==> src/design/elsa_ram.sv <==
// ----------------------------------------------------------------------------
// Exposure loss scatter accumulator RAM
// Generic simple dual-port RAM with one write port and a registered read.
// ----------------------------------------------------------------------------
module elsa_ram #(
  parameter int Width = 8,
  parameter int Depth = 16,
  localparam int AddrW = $clog2(Depth)
) (
  input  logic             clk_i,
  input  logic             we_i,
  input  logic [AddrW-1:0] waddr_i,
  input  logic [Width-1:0] wdata_i,
  input  logic             re_i,
  input  logic [AddrW-1:0] raddr_i,
  output logic [Width-1:0] rdata_o
);

  logic [Width-1:0] mem_q [Depth];
  logic [Width-1:0] rdata_q;

  always_ff @(posedge clk_i) begin
    if (we_i) begin
      mem_q[waddr_i] <= wdata_i;
    end
    if (re_i) begin
      rdata_q <= mem_q[raddr_i];
    end
  end

  assign rdata_o = rdata_q;

endmodule

==> config.mk <==
export PLATFORM = sky130hd
export DESIGN_NAME = elsa_ram
export DESIGN_NICKNAME = d
export VERILOG_FILES = /design/src/design/elsa_ram.sv
export SDC_FILE = /design/constraint.sdc
export NUM_CORES = 1
export LEC_CHECK = 0
export ABC_AREA = 0
export BUFFER_PORTS_ARGS = -buffer_cell sky130_fd_sc_hd__buf_2
export CAP_MARGIN = 20
export CORE_MARGIN = 5
export CORE_UTILIZATION = 40
export CTS_BUF_LIST = sky130_fd_sc_hd__clkbuf_4 sky130_fd_sc_hd__clkbuf_8
export DETAILED_ROUTE_END_ITERATION = 12
export PLACE_DENSITY_LB_ADDON = 0.2
export SLEW_MARGIN = 40
export SYNTH_ARGS = -nofsm -noshare
export SYNTH_HDL_FRONTEND = slang
export SYNTH_SLANG_ARGS = --single-unit
==> constraint.sdc <==
create_clock -name clk_i -period 1.5 [get_ports clk_i]
set_input_delay 0.075 -clock clk_i [delete_from_list [all_inputs] [get_ports clk_i]]
set_output_delay 0.075 -clock clk_i [all_outputs]
set_load 0.05 [all_outputs]
==> impl_metrics.toml <==
[global_routing]
grt_util_all_layers = 0.1458
grt_start_max_net_pins = 19
grt_pass1_wl_mm = 16.41
antenna_found_initial = 0
grt_pass1_vias = 2601
grt_overflow = 0

[timing]
setup_viol = 0
finalSetupTns_ns = 0
min_period_ns = 1.432
max_slew_margin = 0.4329
max_slew.worst_pin.slew_ns = 0.8475
finalHoldViolCount = 0
rsz0062_at_grt = "false"
fmax_mhz = 698.4
clock_skew_ns = 0.007555
worst_hold_slack_ns = 0.02613
fin_crit_sh = 0.9545
fin_ws_ns = 0.06826
finalMaxSlewViolations = 0

[placed_design]
io_buffers = 26
place_worst_setup_slack_ns = -0.1466
placed_cell_area_mm2 = 0.005722
gp_congestion = 0.7284
dp.final_hpwl_mm = 6.868

[critical_path]
slowest_stage = "mux4_1"
path_class = "flop to flop"
critPathCaptureType = "flop"
cpPeakStageDelay_ns = 0.53
cp_max_fo = 1
cp.arrival_ns = 1.61
worstPathRequired_ns = 1.68
start_kind = "flop"
crit_chain = "mux4_1 -> a22oi_2 -> nand2_1"

[die]
dieWidth_um = 124.3
initial_utilization = 0.4109
rows = 41
core_region_area_mm2 = 0.01272
die_h_um = 124.3
io_pins = 27
die-area_mm2 = 0.01546

[yosys]
synthCells = 229
synthTopCellsByCount = "edfxtp_1 (136), mux4_2 (18), a22oi_1 (16)"
yosysMostFrequentCell = "edfxtp_1"
ys_types = 18
yosys-top-cells-area = "edfxtp_1 (78%), mux4_2 (7.8%), mux4_1 (7.0%), a22oi_1 (2.3%), nor2_1 (0.93%)"
syn_nets = 248
ys_async_sr_fraction = 0
synth_edf_count = 136
synth_top_cell_area_share = 0.7812
ys_seq_elements = 136
ys_warn_count = 0
synthFlopType = "edfxtp_1"
yosys.area.top_type = "edfxtp_1"
ys_seq_area_frac = 0.7812
netlist_area_mm2 = 0.005228
syn_area_per_cell_um2 = 22.83

[clocking]
h-tree-depth = 4
cts-root-buf = "clkbuf_8"
cts_tree = "built"
clk_pin_slew_worst_paths_ns = 0.07
clockBufferDepth = 2
cts_setup_buffers = 0
clock_sinks = 136
cts_buffers = 17
clk_latency_ns = 0.43

[detailed_routing]
drt_iter0_drc = 147
vias = 2485
drc = 0
dr.pass1.iters = 4
routedWlPerCell_um = 22.30
ant_nets = 0
totalWireLength_mm = 10.57
viasPerCell = 5.243

[flow_run]
drv_cap = 0

[layout]
fin_area_mm2 = 0.006151
fin_nets = 308
final_util = 0.4835
antenna-diode-count = 0
area_delta_synth_final_pct = 17.66
drive_gt1_frac = 0.3510

[power]
p_leak_uw = 0.002059
power.density_mw_per_mm2 = 1255
peakVddDrop_mv = 0.4945

[outcome]
status = "finished, final reports clean"

[hold_path]
hold_class = "primary input to flop"
## critical path, delay by kind of cell, from the launching register on
kind	cells	cell delay, ns
compound gates	1	0.21
flops	1	0.37
mux	1	0.53
simple gates	1	0.08
## cell type report
class	count	area [um^2]
clock buffer	17	234.0
clock inverter	15	160.2
fill	1062	6571
multi-input combinational	83	1087
sequential	136	4084
tap	172	215.2
timing repair buffer	51	370.4
## logic make-up after synthesis
logic type             share of synthesized area
flip-flops                                0.7812
AO/OA/AOI/OAI                            0.02298
buffers and inverters                    0.01651
AND/OR/NAND/NOR                          0.03136
multiplexers                              0.1479
## sequential cells by signal (all words and copies together), names as in the netlist
signal and cells:
rdata_o 8, mem_q 128
## through the flow
step / std cells / power, uW
finish: 474 / 7719
global route: 474 / 8015
CTS: 473 / 7789
detailed placement: 441 / 4866
global placement: 441 / 4858
floorplan: 229 / 4660
## per-layer routing
| metal | track usage | share of wire | wire length [um] |
|---|---|---|---|
| met3 | 0.04074 | 0.062 | 653 |
| met4 | 0.05029 | 0.012 | 128 |
| met2 | 0.2188 | 0.48 | 5080 |
| met1 | 0.2058 | 0.45 | 4706 |
| met5 | 0 | 0 | 0 |
## what timing repair did
action | CTS | global route
pin swaps | 0 | 2
gates cloned | 0 | 0
endpoints found under the setup margin | 1 | 5
hold buffers | 0 | 1
resized for setup | 1 | 4
hold endpoints to repair | 0 | 5
## cells in the final DEF, fill, tap and decap left out, types with 3 or more instances in the layout
master | netlist | final
edfxtp_1 | 136 | 136
buf_2 | 3 | 26
buf_4 | 1 | 20
mux4_2 | 18 | 18
clkbuf_8 | 0 | 17
mux4_1 | 14 | 14
nor2_1 | 13 | 13
a22oi_1 | 16 | 11
nand2_1 | 9 | 9
clkinv_2 | 0 | 7
a22oi_2 | 0 | 5
buf_12 | 0 | 4
nor3_1 | 4 | 3
bufinv_16 | 0 | 3
clkinvlp_4 | 0 | 3
## final timing paths
path	start	to	slack (ns)	depth (start not counted)
setup / recovery	mem_q[1][5]$_DFFE_PP_	rdata_o[5]$_DFFE_PP_	0.07	3
hold / removal	wdata_i[5]	mem_q[6][5]$_DFFE_PP_	0.03	1
hold reg to reg	mem_q[14][4]$_DFFE_PP_	rdata_o[4]$_DFFE_PP_	0.74	3
setup reg to reg	mem_q[1][5]$_DFFE_PP_	rdata_o[5]$_DFFE_PP_	0.07	3
## report_power, final
part / switching [uW] / leakage [uW] / internal [uW]
Sequential: 23.6 / 0.00124 / 4280
Combinational: 297 / 0.000625 / 187
Clock: 1320 / 0.000198 / 1610
(Power assumes the default switching activity.)
