===== src/design/elsa_init.sv =====
// ----------------------------------------------------------------------------
// Exposure loss scatter accumulator clearing sweep
// Steps an address through every entry once after reset.
// ----------------------------------------------------------------------------
module elsa_init #(
  parameter int Depth = 16,
  localparam int AddrW = $clog2(Depth)
) (
  input  logic             clk_i,
  input  logic             rst_ni,
  output logic             busy_o,
  output logic [AddrW-1:0] addr_o
);

  logic             busy_q, busy_d;
  logic [AddrW-1:0] cnt_q, cnt_d;

  always_comb begin
    busy_d = busy_q;
    cnt_d  = cnt_q;
    if (busy_q) begin
      if (cnt_q == AddrW'(Depth - 1)) begin
        busy_d = 1'b0;
      end else begin
        cnt_d = cnt_q + AddrW'(1);
      end
    end
  end

  always_ff @(posedge clk_i or negedge rst_ni) begin
    if (!rst_ni) begin
      busy_q <= 1'b1;
      cnt_q  <= '0;
    end else begin
      busy_q <= busy_d;
      cnt_q  <= cnt_d;
    end
  end

  assign busy_o = busy_q;
  assign addr_o = cnt_q;

endmodule


===== config.mk =====
export PLATFORM = sky130hd
export DESIGN_NAME = elsa_init
export DESIGN_NICKNAME = d
export VERILOG_FILES = /design/src/design/elsa_init.sv
export SDC_FILE = /design/constraint.sdc
export NUM_CORES = 1
export LEC_CHECK = 0
export ABC_AREA = 1
export BUFFER_PORTS_ARGS = -buffer_cell sky130_fd_sc_hd__buf_2
export CORE_AREA = 8 8 45 47
export CTS_CLUSTER_DIAMETER = 150
export DETAILED_ROUTE_END_ITERATION = 16
export DIE_AREA = 0 0 53 55
export SETUP_SLACK_MARGIN = 0.1
export SLEW_MARGIN = 20
export SYNTH_ARGS = -nofsm -noshare
export SYNTH_HDL_FRONTEND = slang
export SYNTH_SLANG_ARGS = --single-unit

===== constraint.sdc =====
create_clock -name clk_i -period 2.84 [get_ports clk_i]
set_input_delay 0.71 -clock clk_i [delete_from_list [all_inputs] [get_ports clk_i]]
set_output_delay 0.71 -clock clk_i [all_outputs]
set_load 0.01 [all_outputs]

==> metrics, run 1 <==
core area 1380 sq um; Port Buffers 6; Mapped Cells 25; post-cts resize count 0; Comb pwr share 1.2%; largest net degree at the start of global routing 7; Slew @ Worst Pin 194 ps; Switching Power 0.0000311 W; Hold Path Class input port to asynchronous set/reset pin; Worst EP required 2130 ps; Max Fclk 620 MHz; post-synthesis sequential area ratio 54.3%; drt drc 0; Int Pwr 0.000125 W; fill cell count 155; total power 0.000156 W; number of global-route vias before repair 204; final setup vio count 0; RSZ-0062 raised after global routing false; die area 2920 sq um; status finished clean; critical path class flip-flop to output port; H-tree Lvls 1; DRT iter0 DRCs 3; setup TNS 0 ps; # nets final 39; CP bufs+invs 1; fin crit share 56.8%; CTS Buf Count 3; WL final 556 microns; final hold viol count 0; top cell type's share of synthesized area 43.0%; Chip Height 55 microns; DIE WIDTH 53 microns; largest buffer count on any clock path 2; delay-heaviest family, CP flip-flops; clk_lat worst skew 240 ps; PwrDens 506 nW/um^2; GRT overflow 0; first-pass GRT wire length 910 microns; All-Layer GR Usage 4.71%; Post-CTS Repair Setup Buffers 0; minimum clock period 1610 ps; Clk pwr share 53.1%; Avg Vias per Cell 3.96; Static Leak 0.173 nW; Worst Setup Start Kind flip-flop; Synth Area per Inst 9.31 sq um; Yosys warnings 0; critical path arrival 900 ps; Yosys cell types 13; flops & latches, synth 5; Main synth FF type dfrtp_1; # rows 14; Post-Synthesis Net Count 28; CTS Root Cell clkbuf_4; area grow syn2layout 32.8%; Commonest cells post-synth 9 x nand2_1, 4 x dfrtp_1, 2 x inv_1; CP cell instances buf_2; mapped cell area 233 sq um; via count 202; count leader, synth nand2_1; drt first pass iters 4; Max stage delay cell, worst path dfstp_2; remaining antenna violation count 0; fin. max-slew vios 0; share of layout cells above drive strength 1 37.1%; diodes inserted 0; ys async rst share 100%; max_cap viols 0; initial antenna violation count 0; clock-pin slew on the worst setup and hold paths 50 ps; Net Sw Frac 19.9%; Final Skew 5.24 ps; CP endpoint kind output port; RePlAce Congestion 0.686; Synth area leaders dfrtp_1 43%, nand2_1 15%, dfstp_2 11%; routed len/inst 10.9 microns; Seq pwr share 45.8%; I/O pins 7; max incr delay on CP 540 ps; Post-synth EDFFs 0; hold buffers post-CTS 0; CP max FO 3; Initial Utilization 16.8%; CTS tree built; slew margin rel. 87.1%; Synth area leader dfrtp_1; worst vdd ir 135 uV; Num Clock Sinks 5
area by class of cell:
class	instances	area [sq um]	share of cell area (%)
flip-flops and latches	5	126	40.9
multi-input cells	17	95.1	30.8
repair buffers	6	30.0	9.72
inverters	3	11.3	3.64
clock buffers	4	26.3	8.50
well taps	16	20.0	6.48
metal layers:
metal / global-route usage (%) / part of all wire (%)
met3: 2.94 / 10
met4: 5.17 / 2.0
met1: 5.37 / 49
met5: 0 / 0
met2: 5.47 / 38
kinds of logic (layout without fill, tap and decap cells):
kind of cell | count (synthesis) | in the layout | synth area share, %
flip-flops | 5 | 5 | 54.3
AO/OA/AOI/OAI | 2 | 2 | 5.38
XOR/XNOR | 1 | 1 | 3.76
adder cells (fa/ha/maj) | 1 | 1 | 5.38
buffers and inverters | 3 | 13 | 4.84
AND/OR/NAND/NOR | 13 | 13 | 26.3
sequential cells by signal, summed over array words and instances (netlist names):
| name | cells |
|---|---|
| busy_o | 1 |
| addr_o | 4 |
worst paths after layout:
check	from	slack, ps	to	cells after the start
setup / recovery	busy_o	1230	busy_o	1
hold / removal	rst_ni	280	addr_o[2]	1
setup reg to reg	addr_o[0]	1650	addr_o[2]	5
hold reg to reg	busy_o	560	busy_o	2
max in group asynchronous	rst_ni	2350	busy_o	1
min in group clk_i	busy_o	560	busy_o	2
through the flow:
step           hold slack [ps]  std cells  setup WS, ps  area, sq um  utilization (%)
6_report                   276         51          1230          309             22.3
5_1_grt                    273         51          1210          309             22.3
4_1_cts                    274         51          1210          309             22.3
3_5_place_dp               535         47          1470          283             20.4
3_3_place_gp               529         47          1480          283             20.4
2_1_floorplan              414         25          1590          233                -
power groups by stage:
stage | Sequential [W] | Clock [W] | Combinational [W]
after global routing | 0.0000714 | 0.0000887 | 0.00000213
after detailed placement | 0.0000726 | 0 | 0.00000206
after CTS | 0.0000715 | 0.0000859 | 0.00000202
after global placement | 0.0000726 | 0 | 0.00000190
final | 0.0000715 | 0.0000829 | 0.00000187
after floorplan | 0.0000726 | 0 | 0.0000000000594
layout by cell type (no fill, tap or decap), types with 2 or more instances in the layout:
cell type / n
buf_2: 6
clkbuf_4: 3
dfrtp_1: 4
nand2_1: 9
inv_1: 2
Note: power is estimated with default switching activity, not from simulation.
==> inputs of run 2 (changes only) <==
clock period = 1.5 ns   (was 2.84 ns; I/O delays follow)
==> run 2 against run 1 <==
Net effect: register-to-register slack worse by 1300 ps; setup slack got worse by 1000 ps; combinational power rose to 2.8 times the previous value; cell area increased by 3.2%; via count decreased by 5.0%; clock-buffer cell count is the same; routed wire length is 16% lower; non-clock buffer count is 1 higher; clock power is 87% higher; hold slack improved by 200 ps; power rose by 89%; critical path type unchanged.
==> metrics, run 2 (synthesis gave the netlist of run 1 again) <==
RePlAce Congestion 0.679 (-1.1%); share of layout cells above drive strength 1 36.1% (-1.0 points); final hold viol count 0 (unchanged); DRT iter0 DRCs 2 (-1); clk_lat worst skew 240 ps (about the same); Chip Height 55 microns (unchanged); filler-free cell count of the finished design 52 (+2.0%); Worst EP required 1120 ps (-1010 ps); I/O pins 7 (unchanged); critical path arrival 900 ps (about the same); post-cts resize count 0 (unchanged); area grow syn2layout 37.1%; Port Buffers 6 (unchanged); WL final 468 microns (-16%); CTS Buf Count 3 (unchanged); minimum clock period 1280 ps; CP bufs+invs 1 (unchanged); slew margin rel. 87.5% (+0.41 points); drt first pass iters 4 (unchanged); H-tree Lvls 1 (unchanged); Max Fclk 782 MHz; drt drc 0 (unchanged); Initial Utilization 16.8% (unchanged); first-pass GRT wire length 855 microns (-6.0%); # rows 14 (unchanged); max incr delay on CP 540 ps (about the same); RSZ-0062 raised after global routing false; number of global-route vias before repair 206 (+0.98%); CTS Root Cell clkbuf_4; most common cell after layout, fill and taps aside nand2_1; fin. max-slew vios 0 (unchanged); Num Clock Sinks 5 (unchanged); Avg Vias per Cell 3.69 (-6.8%); placed cell count 47 (unchanged); setup TNS 0 ps (unchanged); GRT overflow 0 (unchanged); final setup vio count 0 (unchanged); CP Launch Point busy_o; Max stage delay cell, worst path dfstp_2; die area 2920 sq um (unchanged); CP cell instances buf_2; Hold Path Class input port to asynchronous set/reset pin; cell depth of the worst flop-to-flop path 5 (unchanged); clock-pin slew on the worst setup and hold paths 40 ps (about the same); reg2reg end addr_o[2]; CP max FO 3 (unchanged); CTS tree built; All-Layer GR Usage 4.33% (-0.38 points); remaining antenna violation count 0 (unchanged); RR Startpoint addr_o[0]; Final Skew 0.404 ps (-4.83 ps); status finished clean; diodes inserted 0 (unchanged); max_cap viols 0 (unchanged); via count 192 (-5.0%); worst vdd ir 224 uV (+66%); max reg flops 4 (unchanged); # nets final 40 (+2.6%); PwrDens 926 nW/um^2 (+83%); core area 1380 sq um (unchanged); Post-DP HPWL 357 microns; Worst Setup Start Kind flip-flop; Static Leak 0.177 nW (+2.4%); largest buffer count on any clock path 2 (unchanged); Slew @ Worst Pin 188 ps (-6.12 ps); CP endpoint kind output port; DIE WIDTH 53 microns (unchanged); R2R Setup Slk 340 ps (-1310 ps); critical path class flip-flop to output port; commonest cells after routing, fill and taps aside 9 x nand2_1, 6 x buf_2, 4 x dfrtp_1; fin crit share 85.2%; initial antenna violation count 0 (unchanged); largest net degree at the start of global routing 7 (unchanged); routed len/inst 9.00 microns (-17%); delay-heaviest family, CP flip-flops
-- run 2: worst max path at each step --
stage,cells past startpoint,to
2_1_floorplan,5,addr_o[2]
3_3_place_gp,5,addr_o[2]
3_5_place_dp,5,addr_o[2]
4_1_cts,1,busy_o
5_1_grt,1,busy_o
6_report,1,busy_o
-- run 2: metal layers --
metal	track usage (%)	routed length (microns)	vias up	part of all wire [%]
met1	4.75	224	86	48
met5	0	0	-	0
met3	3.48	61	0	13
li1	-	-	100	-
met4	3.88	0	0	0
met2	5.08	182	6	39
-- run 2: layout make-up --
type                       count  area [sq um]
clock buffer                   4          26.3
fill                         148          1060
inverter                       3          11.3
multi-input combinational     17          95.1
sequential                     5           126
tap                           16          20.0
timing repair buffer           7          40.0
-- run 2: power by group --
part           internal, W   total (W)  switching, W
Sequential        0.000135    0.000135             0
Clock             0.000101    0.000155     0.0000541
Combinational   0.00000264  0.00000531    0.00000267
-- run 2: through the flow --
step	cell area, sq um	setup WS (ps)	util [%]	power (W)	hold slack (ps)
floorplan	233	381	-	0.000137	79.4
global placement	283	329	20.4	0.000141	193
detailed placement	283	324	20.4	0.000141	199
CTS	319	209	23.1	0.000302	476
global route	319	188	23.1	0.000317	480
finish	319	222	23.1	0.000295	476
-- run 2: timing repair --
action | CTS | global route
hold endpoints to repair | 4 | 0
buffers inserted | 0 | 0
hold buffers | 1 | 0
